`src/rtl/core/erpm_telemetry_gcr_encoder_defines.svh`:
```
// assertion macros for the erpm telemetry gcr encoder
// used by rtl/core modules that carry concurrent checks; no other dependencies
`ifndef ERPM_TELEMETRY_GCR_ENCODER_DEFINES_SVH
`define ERPM_TELEMETRY_GCR_ENCODER_DEFINES_SVH

`ifndef SYNTH
// same-cycle implication, disabled while reset is asserted
`define ERPM_ASSERT_IMPL(label, clk, rst_n, ante, cons) \
    label: assert property (@(posedge clk) disable iff (!rst_n) (ante) |-> cons) \
        else $error("erpm telemetry check failed");
// next-cycle implication, disabled while reset is asserted
`define ERPM_ASSERT_NEXT(label, clk, rst_n, ante, cons) \
    label: assert property (@(posedge clk) disable iff (!rst_n) (ante) |=> cons) \
        else $error("erpm telemetry check failed");
`else
`define ERPM_ASSERT_IMPL(label, clk, rst_n, ante, cons)
`define ERPM_ASSERT_NEXT(label, clk, rst_n, ante, cons)
`endif

`endif

```
`src/rtl/core/erpm_tlm_pkg.sv`:
```
// shared types, constants and the 4b/5b table for the erpm telemetry encoder
// no dependencies
`timescale 1ns / 1ps

package erpm_tlm_pkg;

    localparam int PERIOD_W  = 16;
    localparam int MANT_BITS = 9;
    localparam int EXP_W     = 3;
    localparam int FRAME_W   = 16;
    localparam int GCR_W     = 20;
    localparam int LINE_W    = 21;

    localparam logic [PERIOD_W-1:0] PERIOD_MAX = 16'hFFFF;
    localparam logic [3:0]          NIBBLE_MASK = 4'hF;

    typedef struct packed {
        logic [15:0] comm_interval;
        logic        motor_running;
    } req_t;

    typedef struct packed {
        logic [15:0] telemetry_frame;
        logic [19:0] gcr_word;
        logic [20:0] line_pattern;
    } result_t;

    // standard telemetry 4b/5b code
    function automatic logic [4:0] gcr_5b(input logic [3:0] nib);
        logic [4:0] code;
        unique case (nib)
            4'h0: code = 5'h19;
            4'h1: code = 5'h1B;
            4'h2: code = 5'h12;
            4'h3: code = 5'h13;
            4'h4: code = 5'h1D;
            4'h5: code = 5'h15;
            4'h6: code = 5'h16;
            4'h7: code = 5'h17;
            4'h8: code = 5'h1A;
            4'h9: code = 5'h09;
            4'hA: code = 5'h0A;
            4'hB: code = 5'h0B;
            4'hC: code = 5'h1E;
            4'hD: code = 5'h0D;
            4'hE: code = 5'h0E;
            default: code = 5'h0F;
        endcase
        return code;
    endfunction

endpackage

```
`src/rtl/core/erpm_telemetry_gcr_encoder.sv`:
```
// top level of the erpm telemetry gcr encoder
// depends on erpm_tlm_pkg, erpm_tlm_frame, erpm_tlm_gcr and the assertion macro header
`timescale 1ns / 1ps
`include "erpm_telemetry_gcr_encoder_defines.svh"

// usage
//   input channel: drive request with start high; the item is taken at the clock
//   edge where start is high and busy is low. busy is always low, so an item can
//   be offered in every cycle.
//   result channel: done is high for exactly one cycle with result holding the
//   telemetry frame, its 20-bit gcr word and the 21-level line pattern.
//   path: an accepted item passes the input register, then the result register;
//   done rises with the result as the result register loads.
//   throughput: 1 item per cycle; the encode is a short path of an add,
//   a saturate, a 7-way priority pick, a shift and table lookups.
//   reset: rst_n low clears the valid flags at once, so no done pulse comes
//   out for items that were in flight; payload registers are not reset.
//   stall: the receiver cannot hold results off, and none is needed since
//   every result is shown for exactly one cycle and replaced by the next.

module erpm_telemetry_gcr_encoder
    import erpm_tlm_pkg::*;
(
    input  logic    clk,
    input  logic    rst_n,
    input  logic    start,
    output logic    busy,
    input  req_t    request,
    output logic    done,
    output result_t result
);

    // input stage
    logic    valid_reg;
    logic    valid_next;
    req_t    req_reg;

    // result stage
    logic    done_reg;
    logic    done_next;
    result_t result_reg;
    result_t result_next;

    logic [15:0] frame;
    logic [19:0] gcr_word;
    logic [20:0] line_pattern;

    // never stalls: one item per cycle
    assign busy       = 1'b0;
    assign valid_next = start && !busy;
    assign done_next  = valid_reg;

    always_ff @(posedge clk or negedge rst_n)
    begin
        if (!rst_n)
        begin
            valid_reg <= 1'b0;
            done_reg  <= 1'b0;
        end
        else
        begin
            valid_reg <= valid_next;
            done_reg  <= done_next;
        end
    end

    // payload registers, loaded only when a new item moves in
    always_ff @(posedge clk)
    begin
        if (valid_next)
        begin
            req_reg <= request;
        end
        if (done_next)
        begin
            result_reg <= result_next;
        end
    end

    // period, packing and checksum
    erpm_tlm_frame u_frame (
        .req   (req_reg),
        .frame (frame)
    );

    // gcr code and line levels
    erpm_tlm_gcr u_gcr (
        .frame        (frame),
        .gcr_word     (gcr_word),
        .line_pattern (line_pattern)
    );

    always_comb
    begin
        result_next.telemetry_frame = frame;
        result_next.gcr_word        = gcr_word;
        result_next.line_pattern    = line_pattern;
    end

    assign done   = done_reg;
    assign result = result_reg;

    // an accepted item shows up as a done pulse, and nothing else does
    `ERPM_ASSERT_IMPL(a_accept_gives_done, clk, rst_n, start && !busy, ##2 done)
    `ERPM_ASSERT_IMPL(a_no_spurious_done, clk, rst_n, !start, ##2 !done)
    // delivered frame carries a consistent checksum
    `ERPM_ASSERT_IMPL(a_checksum_ok, clk, rst_n, done, (~(result.telemetry_frame[15:12] ^ result.telemetry_frame[11:8] ^ result.telemetry_frame[7:4]) == result.telemetry_frame[3:0]))
    // line pattern always opens high
    `ERPM_ASSERT_IMPL(a_line_starts_high, clk, rst_n, done, result.line_pattern[20])
    // stopped motor yields the maximum period code
    `ERPM_ASSERT_NEXT(a_stopped_max, clk, rst_n, valid_reg && !req_reg.motor_running, result.telemetry_frame[15:4] == 12'hFFF)

endmodule

```
`src/rtl/core/erpm_tlm_frame.sv`:
```
// period forming, exponent/mantissa packing and checksum
// depends on erpm_tlm_pkg
`timescale 1ns / 1ps

module erpm_tlm_frame
    import erpm_tlm_pkg::*;
(
    input  req_t        req,
    output logic [15:0] frame
);

    logic [17:0]          prod;
    logic [PERIOD_W-1:0]  period;
    logic [EXP_W-1:0]     expo;
    logic [MANT_BITS-1:0] mant;
    logic [11:0]          packed12;
    logic [3:0]           csum;

    // interval * 3 as shift and add
    assign prod   = {2'b00, req.comm_interval} + {1'b0, req.comm_interval, 1'b0};
    assign period = (!req.motor_running || (prod[17:16] != 2'b00)) ?
                    PERIOD_MAX : prod[15:0];

    // highest set bit among 15..9 picks the shift
    always_comb
    begin
        expo = '0;
        for (int h = MANT_BITS; h < PERIOD_W; h++)
        begin
            if (period[h])
            begin
                expo = EXP_W'(h - (MANT_BITS - 1));
            end
        end
    end

    assign mant     = MANT_BITS'(period >> expo);
    assign packed12 = {expo, mant};
    assign csum     = ~(packed12[11:8] ^ packed12[7:4] ^ packed12[3:0]) & NIBBLE_MASK;
    assign frame    = {packed12, csum};

endmodule

```
`src/rtl/core/erpm_tlm_gcr.sv`:
```
// 4b/5b gcr encoding of the frame and conversion to line levels
// depends on erpm_tlm_pkg
`timescale 1ns / 1ps

module erpm_tlm_gcr
    import erpm_tlm_pkg::*;
(
    input  logic [15:0] frame,
    output logic [19:0] gcr_word,
    output logic [20:0] line_pattern
);

    assign gcr_word = {gcr_5b(frame[15:12]), gcr_5b(frame[11:8]),
                       gcr_5b(frame[7:4]),   gcr_5b(frame[3:0])};

    // each level is one xor-ed with the parity of its own gcr bit and all gcr bits above it
    always_comb
    begin
        line_pattern[LINE_W-1] = 1'b1;
        for (int i = 0; i < GCR_W; i++)
        begin
            line_pattern[i] = ~(^(gcr_word >> i));
        end
    end

endmodule

```
`config.mk`:
```
export PLATFORM = sky130hd
export DESIGN_NAME = erpm_telemetry_gcr_encoder
export DESIGN_NICKNAME = d
export VERILOG_FILES = /design/src/rtl/core/erpm_tlm_pkg.sv /design/src/rtl/core/erpm_telemetry_gcr_encoder.sv /design/src/rtl/core/erpm_tlm_frame.sv /design/src/rtl/core/erpm_tlm_gcr.sv
export VERILOG_INCLUDE_DIRS = /design/src /design/src/rtl/core
export SDC_FILE = /design/constraint.sdc
export NUM_CORES = 1
export LEC_CHECK = 0
export BUFFER_PORTS_ARGS = -buffer_cell sky130_fd_sc_hd__buf_2
export CORE_ASPECT_RATIO = 0.8
export CORE_MARGIN = 2
export CORE_UTILIZATION = 52
export CTS_CLUSTER_DIAMETER = 40
export DETAILED_ROUTE_END_ITERATION = 16
export PLACE_DENSITY = 0.85
export RECOVER_POWER = 100
export SKIP_CTS_REPAIR_TIMING = 1
export SYNTH_ARGS = -nofsm -noshare
export SYNTH_HDL_FRONTEND = slang
export SYNTH_HIERARCHICAL = 1
export SYNTH_SLANG_ARGS = --single-unit
```
`constraint.sdc`:
```
create_clock -name clk -period 5.15 [get_ports clk]
set_input_delay 0.2575 -clock clk [delete_from_list [all_inputs] [get_ports clk]]
set_output_delay 0.2575 -clock clk [all_outputs]
set_load 0.05 [all_outputs]
```
# Yosys cells after proc, flatten, opt, wreduce, memory -nomap -nowiden

Memory sizes are Yosys's and may differ from the RTL's.
Index checks and enable logic that the tools add are counted.

Register bits: 75
Memory bits (read-only): 320
Input port bits: 20
Output and inout bits: 59
Word-level logic and storage cells: 67
Memories kept: 4

Memories:

| name             | words | width | read ports | clocked after memory_dff | wr ports | RTL line           | RTL |
|---|---|---|---|---|---|---|---|
| (name not given) | 16    | 5     | 1          | 0                        | 0        | erpm_tlm_pkg.sv:31 | `unique case (nib)` |
| (name not given) | 16    | 5     | 1          | 0                        | 0        | erpm_tlm_pkg.sv:31 |  |
| (name not given) | 16    | 5     | 1          | 0                        | 0        | erpm_tlm_pkg.sv:31 |  |
| (name not given) | 16    | 5     | 1          | 0                        | 0        | erpm_tlm_pkg.sv:31 |  |

$add $sub $neg: 1
Shift operators: 1
Muxes and demuxes: 8
Bitwise gates (word level): 23
Reduce and logical (&&, ||, !) cells: 23

Operators with widths:

| operator           | number |
|---|---|
| $reduce_xor A20 Y1 | 20 |
| $not A1 Y1         | 20 |
| $add A16 B17 Y18   | 1 |
| $mux W3            | 6 |
| $mux W16           | 1 |
| $shr A16 B3 Y9     | 1 |
| $xor A4 B4 Y4      | 2 |
| $not A4 Y4         | 1 |
| $reduce_bool A2 Y1 | 1 |
| $logic_not A1 Y1   | 1 |
| $logic_or A1 B1 Y1 | 1 |
| $mux W1            | 1 |

# Depth between registers and ports, before layout

Gate-level depths: netlist of run 1.
An unclocked memory read counts as a cell.

Depth in word-level cells: 18
Mapped depth: 21
Depth with buffers taken out: 18

# By module

Netlist of run 1, hierarchy kept.

By module, submodules not included:

| module                     | instances | cells each | area each (um^2) | sequential area each (um^2) |
|---|---|---|---|---|
| erpm_telemetry_gcr_encoder | 1         | 78         | 2,283.4          | 2,272.2 |
| erpm_tlm_frame             | 1         | 204        | 1,566.5          | 0.0 |
| erpm_tlm_gcr               | 1         | 116        | 904.6            | 0.0 |

# Worst setup path after synthesis of run 1

No wires, ideal clock.

Path kind: flip-flop to flip-flop
Start: reg req_reg[2] (netlist bit)
End: reg result_reg, in the netlist result[3] (data pin)
Setup time: 268 ps
Arrival: 4,598 ps
Required time: 4,882 ps
Slack: 284 ps
Stages on the path, launching flop included: 17
Buffers on the path: 0
Period minus slack after synthesis: 4,866 ps
Cell sequence: edfxtp_1 > ha_1 > fa_1 > a211oi_1 > o211ai_2 > a2111o_1 > o311ai_2 > and2_1 > a221oi_4 > a21oi_2 > mux2i_1 > o22ai_1 > o21ai_0 > o21ai_0 > xnor2_1 > xor2_1 > xnor3_1

Elaborated cells on any way between the ends: 21
Classes of those cells: 1 x add/sub; 1 x shift; 8 x mux; 4 x bitwise; 3 x reduce/logical; 4 x memory

RTL lines:

| item                   | RTL line                         | RTL |
|---|---|---|
| start, declared        | erpm_telemetry_gcr_encoder.sv:36 | `req_t req_reg;` |
| start signal, assigned | erpm_telemetry_gcr_encoder.sv:72 | `req_reg <= request;` |
| $add A16 B17 Y18 (*)   | erpm_tlm_frame.sv:20             | `assign prod = {2'b00, req.comm_interval} + {1'b0, req.comm_interval, 1'b0};` |
| $reduce_bool A2 Y1     | erpm_tlm_frame.sv:21             | `assign period = (!req.motor_running \|\| (prod[17:16] != 2'b00)) ?` |
| $logic_or A1 B1 Y1     | erpm_tlm_frame.sv:21             |  |
| $mux W16 (*)           | erpm_tlm_frame.sv:21             |  |
| $mux W1                | erpm_tlm_frame.sv:30             | `if (period[h])` |
| $mux W3 (6 in a row)   | erpm_tlm_frame.sv:30             |  |
| $shr A16 B3 Y9 (*)     | erpm_tlm_frame.sv:37             | `assign mant = MANT_BITS'(period >> expo);` |
| net frame[7]           | erpm_telemetry_gcr_encoder.sv:44 | `logic [15:0] frame;` |
| $mem_v2 Z16 W5 (*)     | -                                |  |
| net gcr_word[9]        | erpm_telemetry_gcr_encoder.sv:45 | `logic [19:0] gcr_word;` |
| $reduce_xor A20 Y1 (*) | erpm_tlm_gcr.sv:22               | `line_pattern[i] = ~(^(gcr_word >> i));` |
| $not A1 Y1 (*)         | erpm_tlm_gcr.sv:22               |  |
| net line_pattern[3]    | erpm_telemetry_gcr_encoder.sv:46 | `logic [20:0] line_pattern;` |
| end signal, assigned   | erpm_telemetry_gcr_encoder.sv:76 | `result_reg <= result_next;` |
| end, declared          | erpm_telemetry_gcr_encoder.sv:41 | `result_t result_reg;` |

Mark *: on every way through the listed nets, which the timed path passes. The rest lies on a longest branch.
A chain may end at the register's enable or synchronous reset.

# Final worst setup path of run 1

Start: reg req_reg[10] (netlist bit)
End: reg result_reg, in the netlist result[1] (data pin)

Elaborated cells on any way between the ends: 21
Classes of those cells: 1 x add/sub; 1 x shift; 8 x mux; 4 x bitwise; 3 x reduce/logical; 4 x memory

RTL lines:

| item                   | RTL line |
|---|---|
| $add A16 B17 Y18 (*)   | erpm_tlm_frame.sv:20 |
| $reduce_bool A2 Y1     | erpm_tlm_frame.sv:21 |
| $logic_or A1 B1 Y1     | erpm_tlm_frame.sv:21 |
| $mux W16 (*)           | erpm_tlm_frame.sv:21 |
| $mux W3 (4 in a row)   | erpm_tlm_frame.sv:30 |
| $mux W3 (*)            | erpm_tlm_frame.sv:30 |
| net frame[15]          | erpm_telemetry_gcr_encoder.sv:44 |
| $shr A16 B3 Y9 (*)     | erpm_tlm_frame.sv:37 |
| net frame[7]           | erpm_telemetry_gcr_encoder.sv:44 |
| $mem_v2 Z16 W5 (*)     | - |
| net gcr_word[9]        | erpm_telemetry_gcr_encoder.sv:45 |
| $reduce_xor A20 Y1 (*) | erpm_tlm_gcr.sv:22 |
| $not A1 Y1 (*)         | erpm_tlm_gcr.sv:22 |
| net line_pattern[1]    | erpm_telemetry_gcr_encoder.sv:46 |

Marked as above.

==> flow_metrics.env, run 1 <==
export IMPL_status="finished with violations"
export IMPL_violations="max-capacitance violations, max-slew violations"
export IMPL_max_stage_delay_ps=460
export IMPL_core_area_sq_um=8960
export IMPL_p_per_area_nw_per_um2=577.6
export IMPL_p_sw_share_pct=42.03
export IMPL_final_util_pct=64.89
export IMPL_grt_start_max_net_pins=59
export IMPL_port_buffers=77
export IMPL_final_common_cell="edfxtp_1"
export IMPL_cts_tree="built"
export IMPL_maxCapViolCount=1
export IMPL_synth_top_flop_cell="edfxtp_1"
export IMPL_io_pins=79
export IMPL_htree_levels=3
export IMPL_yosys_warnings=6
export IMPL_synth_top_family_by_area="compound AO/OA/AOI/OAI gates"
export IMPL_dieArea_sq_um=9929
export IMPL_clkLatencyLatePin_ps=340
export IMPL_synth_compound_area_share_pct=17.08
export IMPL_postLayoutCellArea_sq_um=5814
export IMPL_fin_cells=623
export IMPL_cts_made_buffers=9
export IMPL_crit_required_ps=5230
export IMPL_dr_pass1_iters=6
export IMPL_fin_crit_ps=5037
export IMPL_largest_register_ffs=57
export IMPL_fin_skew_ps=7.374
export IMPL_power_leakage_nw=2.204
export IMPL_final_hold_viol_count=0
export IMPL_synth_area_leaders="edfxtp_1 47%, xnor2_1 5.5%, ha_1 4.5%"
export IMPL_synth_edff_count=74
export IMPL_finalNetCount=541
export IMPL_synth_cell_types=74
export IMPL_muxShareOfSynthArea_pct=3.789
export IMPL_drt_iter0_drc=266
export IMPL_die_h_um=89.53
export IMPL_cts_sinks=76
export IMPL_synthToLayoutAreaGrowth_pct=22.29
export IMPL_via_per_inst=5.732
export IMPL_dpl_instance_area_sq_um=5350
export IMPL_p_sw_mw=1.411
export IMPL_syn_inst=398
export IMPL_intPower_mw=1.947
export IMPL_grt_pass1_vias=3293
export IMPL_final_cell_mix="74 x edfxtp_1, 61 x clkbuf_1, 40 x buf_4"
export IMPL_overflow=0
export IMPL_wl_per_cell_um=16.99
export IMPL_cpMostUsedCell="buf_4"
export IMPL_hold_path_class="primary input to flop"
export IMPL_path_clk_slew_ps=60
export IMPL_synth_fa_ha_area_share_pct=4.895
export IMPL_multi_input_area_sq_um=2392
export IMPL_die_w_um=110.9
export IMPL_tightest_slew_ps=3054
export IMPL_dp_hpwl_um=7395
export IMPL_maxSlewViolCount=59
export IMPL_setup_tns_ps=0
export IMPL_synth_nets=436
export IMPL_synth_seq_cells=76
export IMPL_synthArstFlopShare_pct=2.632
export IMPL_power_frac_comb_pct=52.1
export IMPL_synth_xor_area_share_pct=12.76
export IMPL_path_max_fanout=15
export IMPL_crit_chain="ha_4 > a21o_1 > a221o_1 > a31oi_4 > nor2b_1 > mux2i_1 > a2111oi_2 > buf_4 > buf_4 > nor3b_2 > buf_4 > inv_2 > or2_1 > o21ai_0 > o21ai_1 > xnor2_1 > xnor3_2 > xnor2_1"
export IMPL_dp_cells=595
export IMPL_yosysTopAreaCell="edfxtp_1"
export IMPL_drcViolationCount=0
export IMPL_cp_end_kind="flop"
export IMPL_critPathKind="flop to flop"
export IMPL_yosys_area_share_simple_pct=8.974
export IMPL_gp_congestion=0.8505
export IMPL_finalSetupViolCount=0
export IMPL_slowest_stage="xnor3_2"
export IMPL_drt_total_wl_um=10590
export IMPL_cp_start_kind="flop"
export IMPL_yosysTopAreaCellShare_pct=46.74
export IMPL_maxSlewHeadroom_pct=-103.6
export IMPL_start_util_pct=53.07
export IMPL_grt_pass1_wl_um=15800
export IMPL_grt_use_total_pct=20.23
export IMPL_seqCellArea_sq_um=2273
export IMPL_fillers=685
export IMPL_clockBufferDepth=2
export IMPL_cts_root_buf="clkbuf_16"
export IMPL_ir_drop_mv=0.4118
export IMPL_antennaDiodeCount=0
export IMPL_dpl_worst_slack_ps=-104.1
export IMPL_vias=3571
export IMPL_p_clk_share_pct=20.2
export IMPL_max_freq_mhz=198.5
export IMPL_fin_ws_ps=113.1
export IMPL_synthesis_area_sq_um=4755
export IMPL_ys_seq_area_share_pct=47.79
export IMPL_drive_gt1_share_pct=25.79
export IMPL_min_period_over_period_pct=97.80
export IMPL_rows=31
export IMPL_ant_nets=0
export IMPL_seqPwrFrac_pct=27.7
export IMPL_antenna_found_initial=0
export IMPL_critical_path_arrival_ps=5120
export IMPL_syn_avg_cell_area_sq_um=11.95
## final cells by class
| type | count | share of cell area (%) |
|---|---|---|
| Multi-Input combinational cell | 284 | 41.14 |
| Sequential cell | 76 | 39.10 |
| Timing Repair Buffer | 121 | 11.02 |
| Clock buffer | 9 | 3.873 |
| Tap cell | 115 | 2.475 |
| Clock inverter | 7 | 1.679 |
| Inverter | 11 | 0.7101 |
## layer usage
metal  vias to the layer above  GRT usage, %  share of wire, %
li1                       1678             -                 -
met1                      1718         24.75                42
met5                         -             0                 0
met3                        23         4.678               6.8
met2                       152         35.75                49
met4                         0         7.727               2.0
## logic make-up after synthesis
| logic type | after synthesis |
|---|---|
| DFF | 76 |
| other | 2 |
| AOI/OAI and AO/OA | 108 |
| muxes | 17 |
| buffers and inverters | 38 |
| adders and majority gates | 18 |
| and+or+nand+nor | 84 |
| xor gates and xnor gates | 55 |
## path summary, 6_finish.rpt
path	startpoint	end	slack (ps)	cells past startpoint
max	req_reg[10]	result[1]	110	18
min	request[9]	req_reg[9]	90	1
max reg2reg	req_reg[10]	result[1]	110	18
min reg2reg	req_reg[0]	result[38]	990	3
max in group asynchronous	rst_n	done_next	4780	2
min in group asynchronous	rst_n	done	240	2
## cell usage after synthesis, types with 3 or more instances
master,instances
a211o_1,5
a211oi_1,4
a21o_1,5
a21oi_1,25
a31oi_1,4
and2_1,3
buf_2,11
buf_4,8
buf_6,4
clkbuf_1,4
edfxtp_1,74
ha_1,17
inv_1,9
mux2i_1,14
nand2_1,20
nand2b_1,3
nand3_1,3
nor2_1,25
nor2b_1,6
nor3_1,6
o211ai_1,5
o21a_1,3
o21ai_0,19
o221ai_1,4
o22ai_1,4
or2_2,4
xnor2_1,30
xor2_1,15
## worst max-delay path, delay by kind of cell (launching register included)
kind	cells	cell delay, ps
DFF	1	430
xor gates and xnor gates	3	980
AOI/OAI and AO/OA	6	1630
adders and majority gates	1	290
buffers and inverters	4	770
and+or+nand+nor	3	550
muxes	1	140
## power by group through the flow
stage	registers, mW	logic, mW	clock network [mW]
6_report	0.929	1.75	0.679
5_1_grt	0.944	1.86	0.715
4_1_cts	0.925	1.68	0.691
3_5_place_dp	0.938	1.66	0
3_3_place_gp	0.931	1.62	0
2_1_floorplan	1.35	0.892	0
## metrics by stage
step           total power [mW]  hold slack, ps
3_3_place_gp              2.549           41.24
6_report                  3.358           90.19
3_5_place_dp              2.600           42.89
2_1_floorplan             2.246          -38.09
5_1_grt                   3.519           77.56
4_1_cts                   3.296          -315.6
Power figures use the tool's default switching activity.
==> inputs of run 2 (changes only) <==
BUFFER_PORTS_ARGS = -buffer_cell sky130_fd_sc_hd__buf_4   (was -buffer_cell sky130_fd_sc_hd__buf_2)
==> flow_metrics.env, run 2 (same netlist as run 1, synthesis figures left out) <==
export IMPL_status="finished with violations"
export IMPL_violations="max-capacitance violations, max-slew violations"
export IMPL_power_frac_comb_pct=52.1
export IMPL_clkLatencyLatePin_ps=330
export IMPL_p_sw_mw=1.372
export IMPL_cts_tree="built"
export IMPL_ff2ff_path_depth=20
export IMPL_grt_pass1_vias=3283
export IMPL_cts_made_buffers=9
export IMPL_max_freq_mhz=200.3
export IMPL_seqPwrFrac_pct=28.0
export IMPL_grt_start_max_net_pins=59
export IMPL_r2r_slack_ps=160
export IMPL_intPower_mw=1.948
export IMPL_gp_congestion=0.8438
export IMPL_largest_register_ffs=57
export IMPL_critPathKind="flop to flop"
export IMPL_seqCellArea_sq_um=2273
export IMPL_antennaDiodeCount=0
export IMPL_grt_pass1_wl_um=15240
export IMPL_dr_pass1_iters=4
export IMPL_maxSlewViolCount=59
export IMPL_cts_sinks=76
export IMPL_drcViolationCount=0
export IMPL_p_per_area_nw_per_um2=565.6
export IMPL_power_leakage_nw=2.221
export IMPL_dp_hpwl_um=7293
export IMPL_p_clk_share_pct=19.9
export IMPL_fin_ws_ps=156.6
export IMPL_slowest_stage="xnor3_2"
export IMPL_fin_skew_ps=9.980
export IMPL_min_path_cells=1
export IMPL_min_period_over_period_pct=96.96
export IMPL_maxSlewHeadroom_pct=-99.15
export IMPL_drive_gt1_share_pct=25.39
export IMPL_hold_end="req_reg[13]"
export IMPL_die_h_um=89.53
export IMPL_crit_required_ps=5230
export IMPL_hold_path_class="primary input to flop"
export IMPL_overflow=0
export IMPL_die_w_um=110.9
export IMPL_final_common_cell="edfxtp_1"
export IMPL_drt_total_wl_um=9938
export IMPL_start_util_pct=53.07
export IMPL_dpl_worst_slack_ps=-45.70
export IMPL_min_from="request[13]"
export IMPL_p_sw_share_pct=41.33
export IMPL_via_per_inst=5.599
export IMPL_ir_drop_mv=0.3642
export IMPL_rows=31
export IMPL_fin_crit_ps=4993
export IMPL_ant_nets=0
export IMPL_core_area_sq_um=8960
export IMPL_drt_iter0_drc=194
export IMPL_finalSetupViolCount=0
export IMPL_cp_end_kind="flop"
export IMPL_wl_per_cell_um=15.95
export IMPL_final_hold_viol_count=0
export IMPL_port_buffers=77
export IMPL_cp_start_kind="flop"
export IMPL_whs_ps=126.4
export IMPL_fillers=675
export IMPL_max_stage_delay_ps=510
export IMPL_critical_path_arrival_ps=5070
export IMPL_path_clk_slew_ps=60
export IMPL_vias=3488
export IMPL_final_cell_mix="74 x edfxtp_1, 61 x clkbuf_1, 41 x buf_4"
export IMPL_crit_family="compound AO/OA/AOI/OAI gates"
export IMPL_htree_levels=3
export IMPL_antenna_found_initial=0
export IMPL_synthToLayoutAreaGrowth_pct=23.50
export IMPL_multi_input_area_sq_um=2404
export IMPL_io_pins=79
export IMPL_reg2reg_from="req_reg[10]"
export IMPL_tightest_slew_ps=2987
export IMPL_grt_use_total_pct=19.16
export IMPL_crit_chain="ha_4 > a21o_1 > a221o_1 > a31oi_4 > nor2b_1 > mux2i_1 > a2111oi_2 > buf_4 > a21oi_2 > buf_12 > mux2i_2 > mux2i_1 > and2_2 > mux2i_4 > buf_4 > o21ai_1 > nand2b_1 > xnor2_4 > xnor3_2 > xnor2_1"
export IMPL_path_max_fanout=12
export IMPL_critPathBufInv=3
export IMPL_finalNetCount=541
export IMPL_cts_root_buf="clkbuf_16"
export IMPL_clockBufferDepth=2
export IMPL_maxCapViolCount=1
export IMPL_dieArea_sq_um=9929
export IMPL_r2r_end="result[7]"
==> run 2: changes by cell type in the layout (fill, tap and decap cells not counted), sizes merged <==
cell / change
buf: -17
clkinvlp: -1
inv: -1
clkbuf: +17
clkinv: +2
==> run 2: final cells by class <==
cell class	count	area share, %
Multi-Input combinational cell	284	40.93
Sequential cell	76	38.72
Timing Repair Buffer	121	11.83
Clock buffer	9	3.836
Tap cell	115	2.450
Clock inverter	7	1.534
Inverter	11	0.7032
==> run 2: stage by stage <==
step                instances  total power, mW  utilization (%)  cell area [sq um]  setup TNS, ps
finish                    623            3.321            65.54               5872              0
global route              623            3.478            65.54               5872         -65.17
CTS                       612            3.348            65.61               5878         -201.1
detailed placement        596            2.678            62.09               5563         -92.57
global placement          596            2.634            62.09               5563              0
floorplan                 398            2.246                -               4755              0
==> run 2: power groups by stage <==
stage	clock, mW	combinational [mW]	sequential, mW
CTS	0.671	1.74	0.934
detailed placement	0	1.73	0.946
global route	0.698	1.83	0.946
finish	0.659	1.73	0.931
global placement	0	1.70	0.939
floorplan	0	0.892	1.35
==> run 2: worst max-delay path by stage <==
stage,from,to,slack (ps),depth (start not counted)
5_1_grt,req_reg[10],result[7],-40,20
3_5_place_dp,req_reg[2],result[7],-50,17
4_1_cts,req_reg[2],result[7],-70,17
3_3_place_gp,req_reg[2],result[8],200,19
6_report,req_reg[10],result[7],160,20
2_1_floorplan,req_reg[2],result[3],280,16
==> run 2: per-layer routing <==
layer	track usage, %	wire length (um)
met2	33.18	4847
met4	5.568	77
met3	4.881	583
met5	0	0
met1	24.34	4430
